--- src/design/mpeg_audio_header_decoder_defines.svh ---
// Assertion macros for the MPEG audio header decoder.
// Used by the top level; depends on a clock named aclk and a reset named aresetn.
`ifndef MPEG_AUDIO_HEADER_DECODER_DEFINES_SVH
`define MPEG_AUDIO_HEADER_DECODER_DEFINES_SVH

// Check that a condition implies another in the same cycle.
`define MADH_ASSERT_SAME(lbl, ante, cons, msg) \
    lbl: assert property (@(posedge aclk) disable iff (!aresetn) (ante) |-> (cons)) \
        else $error(msg);

// Check that a condition implies another in the next cycle.
`define MADH_ASSERT_NEXT(lbl, ante, cons, msg) \
    lbl: assert property (@(posedge aclk) disable iff (!aresetn) (ante) |=> (cons)) \
        else $error(msg);

`endif

--- src/design/madh_pkg.sv ---
// Shared types, codes and rate tables of the MPEG audio header decoder.
// No dependencies; used by every module of the block.
package madh_pkg;

    // Header framing
    localparam logic [7:0] SYNC_BYTE      = 8'hFF;
    localparam int         HDR_W          = 32;
    localparam int         QUEUE_DEPTH_DEF = 2;

    // Result status codes
    localparam logic [1:0] ST_OK       = 2'd0;
    localparam logic [1:0] ST_BAD_SYNC = 2'd1;
    localparam logic [1:0] ST_RESERVED = 2'd2;

    // Raw header codes
    localparam logic [1:0] VER_MPEG1    = 2'd3;
    localparam logic [1:0] VER_RESERVED = 2'd1;
    localparam logic [1:0] LAY_I        = 2'd3;
    localparam logic [1:0] LAY_RESERVED = 2'd0;
    localparam logic [3:0] BRI_RESERVED = 4'd15;
    localparam logic [1:0] FRI_RESERVED = 2'd3;

    // Frame length arithmetic
    localparam int         FACTOR_W     = 18;
    localparam logic [FACTOR_W-1:0] FACTOR_LAYER_I = 18'd12000;
    localparam logic [FACTOR_W-1:0] FACTOR_OTHER   = 18'd144000;
    localparam int         KBPS_W       = 9;
    localparam int         HZ_W         = 16;
    localparam int         PROD_W       = FACTOR_W + KBPS_W;
    localparam int         LEN_W        = 12;

    // Bitrate rows: MPEG-1 I, II, III; MPEG-2/2.5 I; MPEG-2/2.5 II and III
    localparam logic [KBPS_W-1:0] KBPS_ROWS [0:4][0:15] = '{
        '{9'd0, 9'd32, 9'd64, 9'd96, 9'd128, 9'd160, 9'd192, 9'd224,
          9'd256, 9'd288, 9'd320, 9'd352, 9'd384, 9'd416, 9'd448, 9'd0},
        '{9'd0, 9'd32, 9'd48, 9'd56, 9'd64, 9'd80, 9'd96, 9'd112,
          9'd128, 9'd160, 9'd192, 9'd224, 9'd256, 9'd320, 9'd384, 9'd0},
        '{9'd0, 9'd32, 9'd40, 9'd48, 9'd56, 9'd64, 9'd80, 9'd96,
          9'd112, 9'd128, 9'd160, 9'd192, 9'd224, 9'd256, 9'd320, 9'd0},
        '{9'd0, 9'd32, 9'd48, 9'd56, 9'd64, 9'd80, 9'd96, 9'd112,
          9'd128, 9'd144, 9'd160, 9'd176, 9'd192, 9'd224, 9'd256, 9'd0},
        '{9'd0, 9'd8, 9'd16, 9'd24, 9'd32, 9'd40, 9'd48, 9'd56,
          9'd64, 9'd80, 9'd96, 9'd112, 9'd128, 9'd144, 9'd160, 9'd0}
    };

    // Sample rates by version code, then rate index
    localparam logic [HZ_W-1:0] HZ_ROWS [0:3][0:3] = '{
        '{16'd11025, 16'd12000, 16'd8000, 16'd0},
        '{16'd0, 16'd0, 16'd0, 16'd0},
        '{16'd22050, 16'd24000, 16'd16000, 16'd0},
        '{16'd44100, 16'd48000, 16'd32000, 16'd0}
    };

    // Back end sequencer
    typedef enum logic [2:0] {
        BK_IDLE,
        BK_MUL,
        BK_DIV,
        BK_LEN,
        BK_DONE
    } back_state_t;

    // Queue status seen by both ends
    typedef struct packed {
        logic full;
        logic empty;
    } q_stat_t;

endpackage

--- src/design/mpeg_audio_header_decoder.sv ---
// MPEG audio header decoder. The input takes one stream byte per cycle; bytes are
// dropped until a 0xFF byte, which with the next three bytes forms one header, and
// each header gives one result. The byte collector never stalls except on the last
// byte of a header while the header queue (QUEUE_DEPTH entries) is full. The decoder
// handles one header at a time: one with a valid, nonzero bitrate and rate passes pop,
// multiply, 27 steps of the one-bit-per-cycle frame length divider and length before
// its result is shown; any other header goes from pop straight to its result. The
// result stays on the output until taken. No clearing pass after reset.
`include "mpeg_audio_header_decoder_defines.svh"

module mpeg_audio_header_decoder #(
    parameter int QUEUE_DEPTH = madh_pkg::QUEUE_DEPTH_DEF
) (
    input  logic        aclk,
    input  logic        aresetn,
    input  logic        s_valid,
    output logic        s_ready,
    input  logic [7:0]  s_data_byte,
    output logic        m_valid,
    input  logic        m_ready,
    output logic [1:0]  m_status,
    output logic [1:0]  m_version_code,
    output logic [1:0]  m_layer_code,
    output logic [8:0]  m_bitrate_kbps,
    output logic [15:0] m_sample_rate_hz,
    output logic [1:0]  m_channel_mode,
    output logic [1:0]  m_mode_extension,
    output logic [1:0]  m_emphasis,
    output logic [4:0]  m_flag_bits,
    output logic [11:0] m_frame_bytes
);

    logic                        push, pop;
    logic [madh_pkg::HDR_W-1:0]  push_data, head_data;
    madh_pkg::q_stat_t           q_stat;

    // Collect header bytes
    madh_front u_front (
        .aclk        (aclk),
        .aresetn     (aresetn),
        .s_valid     (s_valid),
        .s_ready     (s_ready),
        .s_data_byte (s_data_byte),
        .q_stat      (q_stat),
        .push        (push),
        .push_data   (push_data)
    );

    // Hold headers between collector and decoder
    madh_queue #(
        .DEPTH (QUEUE_DEPTH)
    ) u_queue (
        .aclk      (aclk),
        .aresetn   (aresetn),
        .push      (push),
        .push_data (push_data),
        .pop       (pop),
        .head_data (head_data),
        .q_stat    (q_stat)
    );

    // Decode headers and compute frame length
    madh_back u_back (
        .aclk             (aclk),
        .aresetn          (aresetn),
        .head_data        (head_data),
        .q_stat           (q_stat),
        .pop              (pop),
        .m_valid          (m_valid),
        .m_ready          (m_ready),
        .m_status         (m_status),
        .m_version_code   (m_version_code),
        .m_layer_code     (m_layer_code),
        .m_bitrate_kbps   (m_bitrate_kbps),
        .m_sample_rate_hz (m_sample_rate_hz),
        .m_channel_mode   (m_channel_mode),
        .m_mode_extension (m_mode_extension),
        .m_emphasis       (m_emphasis),
        .m_flag_bits      (m_flag_bits),
        .m_frame_bytes    (m_frame_bytes)
    );

    `MADH_ASSERT_SAME(a_no_push_full, push, !q_stat.full, "header pushed into a full queue")
    `MADH_ASSERT_SAME(a_len_zero_not_ok, m_valid && (m_status != madh_pkg::ST_OK), m_frame_bytes == '0, "frame length on a failed header")
    `MADH_ASSERT_SAME(a_bad_sync_clear, m_valid && (m_status == madh_pkg::ST_BAD_SYNC), (m_bitrate_kbps == '0) && (m_sample_rate_hz == '0) && (m_flag_bits == '0), "fields left on a bad sync result")
    `MADH_ASSERT_SAME(a_len_needs_rate, m_valid && (m_frame_bytes != '0), (m_bitrate_kbps != '0) && (m_sample_rate_hz != '0), "frame length without bitrate or rate")

endmodule

--- src/design/madh_front.sv ---
// Byte collector: hunts for the sync byte and assembles 32-bit headers.
// Depends on madh_pkg; pushes finished headers into the header queue.
module madh_front (
    input  logic                        aclk,
    input  logic                        aresetn,
    input  logic                        s_valid,
    output logic                        s_ready,
    input  logic [7:0]                  s_data_byte,
    input  madh_pkg::q_stat_t           q_stat,
    output logic                        push,
    output logic [madh_pkg::HDR_W-1:0]  push_data
);

    logic [1:0]  count_reg, count_next;
    logic [23:0] hdr_reg, hdr_next;
    logic        accept;

    // Stall only on the last header byte when the queue has no room
    assign s_ready   = (count_reg != 2'd3) || !q_stat.full;
    assign accept    = s_valid && s_ready;
    assign push      = accept && (count_reg == 2'd3);
    assign push_data = {hdr_reg, s_data_byte};

    // Advance the byte count; drop bytes while hunting
    always_comb begin
        count_next = count_reg;
        hdr_next   = hdr_reg;
        if (accept) begin
            if (count_reg == 2'd0) begin
                if (s_data_byte == madh_pkg::SYNC_BYTE) begin
                    count_next = 2'd1;
                    hdr_next   = {16'd0, s_data_byte};
                end
            end else if (count_reg == 2'd3) begin
                count_next = 2'd0;
            end else begin
                count_next = count_reg + 2'd1;
                hdr_next   = {hdr_reg[15:0], s_data_byte};
            end
        end
    end

    always_ff @(posedge aclk) begin
        if (!aresetn) begin
            count_reg <= 2'd0;
        end else begin
            count_reg <= count_next;
        end
        hdr_reg <= hdr_next;
    end

endmodule

--- src/design/madh_queue.sv ---
// Short header queue between the byte collector and the decoder.
// Depends on madh_pkg; head entry is read directly at the read pointer.
module madh_queue #(
    parameter int DEPTH = madh_pkg::QUEUE_DEPTH_DEF
) (
    input  logic                        aclk,
    input  logic                        aresetn,
    input  logic                        push,
    input  logic [madh_pkg::HDR_W-1:0]  push_data,
    input  logic                        pop,
    output logic [madh_pkg::HDR_W-1:0]  head_data,
    output madh_pkg::q_stat_t           q_stat
);

    localparam int PTR_W = $clog2(DEPTH);
    localparam int CNT_W = $clog2(DEPTH + 1);

    logic [madh_pkg::HDR_W-1:0] entry_reg [DEPTH];
    logic [PTR_W-1:0]           wr_ptr_reg, wr_ptr_next;
    logic [PTR_W-1:0]           rd_ptr_reg, rd_ptr_next;
    logic [CNT_W-1:0]           fill_reg, fill_next;

    assign head_data    = entry_reg[rd_ptr_reg];
    assign q_stat.full  = (fill_reg == CNT_W'(DEPTH));
    assign q_stat.empty = (fill_reg == '0);

    // Advance pointers with wrap at the queue depth
    always_comb begin
        wr_ptr_next = wr_ptr_reg;
        rd_ptr_next = rd_ptr_reg;
        fill_next   = fill_reg;
        if (push) begin
            wr_ptr_next = (wr_ptr_reg == PTR_W'(DEPTH - 1)) ? '0 : wr_ptr_reg + 1'b1;
        end
        if (pop) begin
            rd_ptr_next = (rd_ptr_reg == PTR_W'(DEPTH - 1)) ? '0 : rd_ptr_reg + 1'b1;
        end
        if (push && !pop) begin
            fill_next = fill_reg + 1'b1;
        end else if (pop && !push) begin
            fill_next = fill_reg - 1'b1;
        end
    end

    always_ff @(posedge aclk) begin
        if (!aresetn) begin
            wr_ptr_reg <= '0;
            rd_ptr_reg <= '0;
            fill_reg   <= '0;
        end else begin
            wr_ptr_reg <= wr_ptr_next;
            rd_ptr_reg <= rd_ptr_next;
            fill_reg   <= fill_next;
        end
    end

    // Store the pushed header
    always_ff @(posedge aclk) begin
        if (push) begin
            entry_reg[wr_ptr_reg] <= push_data;
        end
    end

endmodule

--- src/design/madh_back.sv ---
// Header decoder: table lookups, one multiply and a bit-serial divider
// for the frame length. Depends on madh_pkg; pops headers from the queue.
module madh_back (
    input  logic                        aclk,
    input  logic                        aresetn,
    input  logic [madh_pkg::HDR_W-1:0]  head_data,
    input  madh_pkg::q_stat_t           q_stat,
    output logic                        pop,
    output logic                        m_valid,
    input  logic                        m_ready,
    output logic [1:0]                  m_status,
    output logic [1:0]                  m_version_code,
    output logic [1:0]                  m_layer_code,
    output logic [8:0]                  m_bitrate_kbps,
    output logic [15:0]                 m_sample_rate_hz,
    output logic [1:0]                  m_channel_mode,
    output logic [1:0]                  m_mode_extension,
    output logic [1:0]                  m_emphasis,
    output logic [4:0]                  m_flag_bits,
    output logic [11:0]                 m_frame_bytes
);

    localparam int PROD_W = madh_pkg::PROD_W;
    localparam int HZ_W   = madh_pkg::HZ_W;
    localparam int STEP_W = $clog2(PROD_W);

    madh_pkg::back_state_t state_reg, state_next;

    logic [1:0]                   status_reg, status_next;
    logic [1:0]                   ver_reg, ver_next;
    logic [1:0]                   lay_reg, lay_next;
    logic [madh_pkg::KBPS_W-1:0]  br_reg, br_next;
    logic [HZ_W-1:0]              fr_reg, fr_next;
    logic [1:0]                   cm_reg, cm_next;
    logic [1:0]                   me_reg, me_next;
    logic [1:0]                   emph_reg, emph_next;
    logic [4:0]                   flags_reg, flags_next;
    logic [madh_pkg::LEN_W-1:0]   len_reg, len_next;
    logic [PROD_W-1:0]            prod_reg, prod_next;
    logic [HZ_W-1:0]              rem_reg, rem_next;
    logic [madh_pkg::LEN_W-1:0]   quo_reg, quo_next;
    logic [STEP_W-1:0]            step_reg, step_next;

    // Decoded view of the queue head
    logic [1:0]                   h_ver, h_lay, h_fri;
    logic [3:0]                   h_bri;
    logic [2:0]                   h_row;
    logic                         h_sync_ok, h_reserved, h_need_div;
    logic [madh_pkg::KBPS_W-1:0]  h_br;
    logic [HZ_W-1:0]              h_fr;

    // Divider step
    logic [HZ_W:0]                rem_try;
    logic                         rem_ge;
    logic [madh_pkg::FACTOR_W-1:0] factor;
    logic [9:0]                   slots_i;

    assign h_ver      = head_data[20:19];
    assign h_lay      = head_data[18:17];
    assign h_bri      = head_data[15:12];
    assign h_fri      = head_data[11:10];
    assign h_sync_ok  = (head_data[31:21] == 11'h7FF);
    assign h_reserved = (h_ver == madh_pkg::VER_RESERVED) || (h_lay == madh_pkg::LAY_RESERVED)
                     || (h_bri == madh_pkg::BRI_RESERVED) || (h_fri == madh_pkg::FRI_RESERVED);

    // Pick the bitrate row from version and layer
    always_comb begin
        if (h_ver == madh_pkg::VER_MPEG1) begin
            h_row = {1'b0, 2'd3 - h_lay};
        end else if (h_lay == madh_pkg::LAY_I) begin
            h_row = 3'd3;
        end else begin
            h_row = 3'd4;
        end
    end

    assign h_br = ((h_ver != madh_pkg::VER_RESERVED) && (h_lay != madh_pkg::LAY_RESERVED))
                ? madh_pkg::KBPS_ROWS[h_row][h_bri] : '0;
    assign h_fr = madh_pkg::HZ_ROWS[h_ver][h_fri];
    assign h_need_div = h_sync_ok && !h_reserved && (h_br != '0) && (h_fr != '0);

    assign rem_try = {rem_reg, prod_reg[PROD_W-1]};
    assign rem_ge  = (rem_try >= {1'b0, fr_reg});
    assign factor  = (lay_reg == madh_pkg::LAY_I) ? madh_pkg::FACTOR_LAYER_I
                                                  : madh_pkg::FACTOR_OTHER;
    assign slots_i = quo_reg[9:0] + {9'd0, flags_reg[1]};

    // Next state
    always_comb begin
        state_next = state_reg;
        case (state_reg)
            madh_pkg::BK_IDLE: begin
                if (!q_stat.empty) begin
                    state_next = h_need_div ? madh_pkg::BK_MUL : madh_pkg::BK_DONE;
                end
            end
            madh_pkg::BK_MUL: begin
                state_next = madh_pkg::BK_DIV;
            end
            madh_pkg::BK_DIV: begin
                if (step_reg == STEP_W'(PROD_W - 1)) begin
                    state_next = madh_pkg::BK_LEN;
                end
            end
            madh_pkg::BK_LEN: begin
                state_next = madh_pkg::BK_DONE;
            end
            madh_pkg::BK_DONE: begin
                if (m_ready) begin
                    state_next = madh_pkg::BK_IDLE;
                end
            end
            default: begin
                state_next = madh_pkg::BK_IDLE;
            end
        endcase
    end

    // Handshake outputs
    always_comb begin
        pop     = 1'b0;
        m_valid = 1'b0;
        case (state_reg)
            madh_pkg::BK_IDLE: begin
                pop = !q_stat.empty;
            end
            madh_pkg::BK_DONE: begin
                m_valid = 1'b1;
            end
            default: begin
                pop     = 1'b0;
                m_valid = 1'b0;
            end
        endcase
    end

    // Datapath: capture fields, multiply, divide one bit per cycle, form length
    always_comb begin
        status_next = status_reg;
        ver_next    = ver_reg;
        lay_next    = lay_reg;
        br_next     = br_reg;
        fr_next     = fr_reg;
        cm_next     = cm_reg;
        me_next     = me_reg;
        emph_next   = emph_reg;
        flags_next  = flags_reg;
        len_next    = len_reg;
        prod_next   = prod_reg;
        rem_next    = rem_reg;
        quo_next    = quo_reg;
        step_next   = step_reg;
        case (state_reg)
            madh_pkg::BK_IDLE: begin
                len_next = '0;
                if (h_sync_ok) begin
                    status_next = h_reserved ? madh_pkg::ST_RESERVED : madh_pkg::ST_OK;
                    ver_next    = h_ver;
                    lay_next    = h_lay;
                    br_next     = h_br;
                    fr_next     = h_fr;
                    cm_next     = head_data[7:6];
                    me_next     = head_data[5:4];
                    emph_next   = head_data[1:0];
                    flags_next  = {head_data[2], head_data[3], head_data[8],
                                   head_data[9], head_data[16]};
                end else begin
                    status_next = madh_pkg::ST_BAD_SYNC;
                    ver_next    = '0;
                    lay_next    = '0;
                    br_next     = '0;
                    fr_next     = '0;
                    cm_next     = '0;
                    me_next     = '0;
                    emph_next   = '0;
                    flags_next  = '0;
                end
            end
            madh_pkg::BK_MUL: begin
                prod_next = factor * br_reg;
                rem_next  = '0;
                quo_next  = '0;
                step_next = '0;
            end
            madh_pkg::BK_DIV: begin
                prod_next = {prod_reg[PROD_W-2:0], 1'b0};
                rem_next  = rem_ge ? HZ_W'(rem_try - {1'b0, fr_reg}) : rem_try[HZ_W-1:0];
                quo_next  = {quo_reg[madh_pkg::LEN_W-2:0], rem_ge};
                step_next = step_reg + 1'b1;
            end
            madh_pkg::BK_LEN: begin
                if (lay_reg == madh_pkg::LAY_I) begin
                    len_next = {slots_i, 2'b00};
                end else begin
                    len_next = quo_reg + {11'd0, flags_reg[1]};
                end
            end
            default: begin
                len_next = len_reg;
            end
        endcase
    end

    always_ff @(posedge aclk) begin
        if (!aresetn) begin
            state_reg <= madh_pkg::BK_IDLE;
        end else begin
            state_reg <= state_next;
        end
        status_reg <= status_next;
        ver_reg    <= ver_next;
        lay_reg    <= lay_next;
        br_reg     <= br_next;
        fr_reg     <= fr_next;
        cm_reg     <= cm_next;
        me_reg     <= me_next;
        emph_reg   <= emph_next;
        flags_reg  <= flags_next;
        len_reg    <= len_next;
        prod_reg   <= prod_next;
        rem_reg    <= rem_next;
        quo_reg    <= quo_next;
        step_reg   <= step_next;
    end

    assign m_status         = status_reg;
    assign m_version_code   = ver_reg;
    assign m_layer_code     = lay_reg;
    assign m_bitrate_kbps   = br_reg;
    assign m_sample_rate_hz = fr_reg;
    assign m_channel_mode   = cm_reg;
    assign m_mode_extension = me_reg;
    assign m_emphasis       = emph_reg;
    assign m_flag_bits      = flags_reg;
    assign m_frame_bytes    = len_reg;

endmodule

--- config.mk ---
export PLATFORM = sky130hd
export DESIGN_NAME = mpeg_audio_header_decoder
export DESIGN_NICKNAME = d
export VERILOG_FILES = /design/src/design/madh_pkg.sv /design/src/design/mpeg_audio_header_decoder.sv /design/src/design/madh_front.sv /design/src/design/madh_queue.sv /design/src/design/madh_back.sv
export VERILOG_INCLUDE_DIRS = /design/src /design/src/design
export SDC_FILE = /design/constraint.sdc
export NUM_CORES = 1
export LEC_CHECK = 0
export ABC_AREA = 0
export BUFFER_PORTS_ARGS = -buffer_cell sky130_fd_sc_hd__buf_2
export CORE_UTILIZATION = 35
export CTS_BUF_LIST = sky130_fd_sc_hd__clkbuf_16
export DETAILED_ROUTE_END_ITERATION = 8
export GPL_TIMING_DRIVEN = 0
export PLACE_DENSITY = 0.56
export SETUP_SLACK_MARGIN = 0.02
export SLEW_MARGIN = 20
export SYNTH_ARGS = -nofsm -noshare
export SYNTH_HDL_FRONTEND = slang
export SYNTH_SLANG_ARGS = --single-unit
--- constraint.sdc ---
create_clock -name aclk -period 5.3 [get_ports aclk]
set_input_delay 1.06 -clock aclk [delete_from_list [all_inputs] [get_ports aclk]]
set_output_delay 1.06 -clock aclk [all_outputs]
set_load 0.01 [all_outputs]
==> run metrics <==
Leak Pwr=5.27 nW; Max Root-Sink Buffers=2; CP most frequent cell=fa_1; startpoint types=flop; via count=around 8000; Total GRT Usage=0.161; commonest non-fill, non-tap cells in the layout=edfxtp_1 (189), nor2_1 (95), nand2_1 (86), ha_1 (82), buf_2 (68); n_diodes=0; Syn Area/Cell=11.1 um^2; CTS tree=yes; antenna violations before repair=0; Post-Route WL=25800 um; PortBufs=63; Worst Path Buf+Inv=3; Final Hold Viols=0; Filler cells=between 3000 and 4000; die height=between 150 and 200 um; first-pass GRT wire length=41600 um; Layout area overhead=15.5%; # DRC=0; Yosys cell types=70; Vias/cell=5.21; Largest delay share family, worst path=adder cells; Post-DRT Antenna Nets=0; Post-synth EDFFs=189; ys async rst share=0; number of global-route vias before repair=7830; layout cell share with drive strength beyond 1=0.136; Reg clk slew, reported paths=about 0.08 ns; final period utilization=0.961; CP max stage cell=edfxtp_1; # clock sinks=between 150 and 200; Req. time, crit path=5.49 ns; Slew HR=0.414; DP HPWL=between 15000 and 20000 um; RePlAce Congestion=slightly below 0.9; Max-Cap Viols=0; H-tree levels=4; Final min period=5.09 ns; hold_buf cts=0; Tot Pwr=5.11 mW; power per cell area=392 mW/mm^2; crit path max fanout=10; post-synthesis sequential area ratio=0.521; router iterations before antenna repair=4; #FFs+latches synth=199; Worst Hold Class=reg -> reg; RSZ-0062 raised after global routing=false; commonest non-fill, non-tap cell in the layout=edfxtp_1; final net count=between 1000 and 1500; CP Cell Sequence=and2_4 > buf_6 > clkbuf_4 > nand2_2 > inv_1 > fa_1 > fa_1 > fa_1 > ha_1 > ha_1 > nor2b_1 > o31a_1 > o211ai_1 > a21oi_1 > o31ai_2 > nor2b_1 > o31a_1; ys flop type=edfxtp_1; highest cell delay on the worst timing path=0.50 ns; clk root buf=clkbuf_16; WL/cell=~17 um; grt ovf=0; full die area=0.0330 mm^2; Skew-Pair Late Insertion Delay=approximately 0.45 ns; Cell Area, Synth=0.0113 mm^2; I/O pin count=68; max FFs per register=64; final core occ=0.412; initial drt markers=638; core area=0.0316 mm^2; Post-Synthesis Cells=1017; status=finished, final reports clean; worst slew pin tran=0.855 ns; # setup viols final=0; synth warn=0; width of the chip=approximately 180 um; crit path DAT=between 5 and 6 ns; largest net degree at the start of global routing=28; fmax=between 150 and 200 MHz; max-slew violations=0; row cnt=between 60 and 70; Worst Setup End Kind=flop; Crit Path Category=reg -> reg; Initial Util=0.357; CTS Buf Count=17; maximum VDD drop=0.000234 V; Clock Skews=~0.015 ns
-- cells by family after synthesis --
logic type,after synthesis,synth area share
mux,30,0.0284
flops,199,0.521
simple gates,374,0.164
compound gates,177,0.101
other cells,1,0.000332
fa+ha+maj,102,0.126
buf+inv,106,0.0381
xor+xnor,28,0.0217
-- report_power, final --
group | internal [mW] | switching (mW)
logic | 0.732 | 1.08
registers | 1.88 | 0.103
clock network | 0.642 | 0.666
total | 3.26 | 1.85
-- cell type report --
type,count,area [um^2],share of cell area
buffer,42,205,0.0157
timing repair buffer,81,532,0.0408
tap,402,503,0.0386
multi-input combinational,715,5070,0.389
sequential,199,5880,0.451
clock inverter,15,180,0.0138
inverter,64,240,0.0184
clock buffer,17,425,0.0326
-- per-stage QoR --
step | setup TNS [ns] | instances | setup WS (ns) | hold slack [ns] | area [um^2]
finish | 0 | 1535 | 0.207 | 0.445 | 13000
global route | 0 | 1535 | 0.00815 | 0.462 | 13000
CTS | 0 | 1530 | 0.0646 | 0.447 | 13000
detailed placement | -2.21 | 1494 | -0.442 | 0.430 | 12300
global placement | -11.64 | 1485 | -1.52 | 0.424 | 12100
floorplan | 0 | 1020 | 0.408 | 0.421 | 11300
-- metal layers --
layer	global-route usage	wire length (um)
met2	0.267	12300
met3	0.0287	946
met5	0	0
met4	0.0400	282
met1	0.218	12300
-- Yosys cell counts (all sizes together), types with 13 or more instances --
cell	count	area [um^2]
a21oi	65	329
and2	19	119
and3	23	144
buf	13	81.3
clkbuf	29	109
edfxtp	189	5680
fa	20	400
ha	82	1030
inv	63	236
mux2i	23	230
nand2	88	330
nand3	27	140
nand4	14	87.6
nor2	97	364
nor2b	26	163
nor3	32	165
o21ai	26	130
xnor2	17	149
-- repair_timing --
action                     CTS  global route
pin swaps                    0             6
gates resized for setup      6            16
buffers inserted             4             5
setup endpoints to repair    8            10
hold endpoints to repair     0             0
-- path summary, 6_finish.rpt --
| path | start | endpoint | slack [ns] | cells past startpoint |
|---|---|---|---|---|
| hold / removal | u_front.hdr_reg[18] | u_queue.entry_reg[0][26] | 0.44 | 0 |
| hold reg to reg | u_front.hdr_reg[18] | u_queue.entry_reg[0][26] | 0.44 | 0 |
| setup / recovery | u_back.m_layer_code[0] | u_back.prod_reg[26] | 0.21 | 17 |
| setup reg to reg | u_back.m_layer_code[0] | u_back.prod_reg[26] | 0.21 | 17 |
Note: power is estimated with default switching activity, not from simulation.
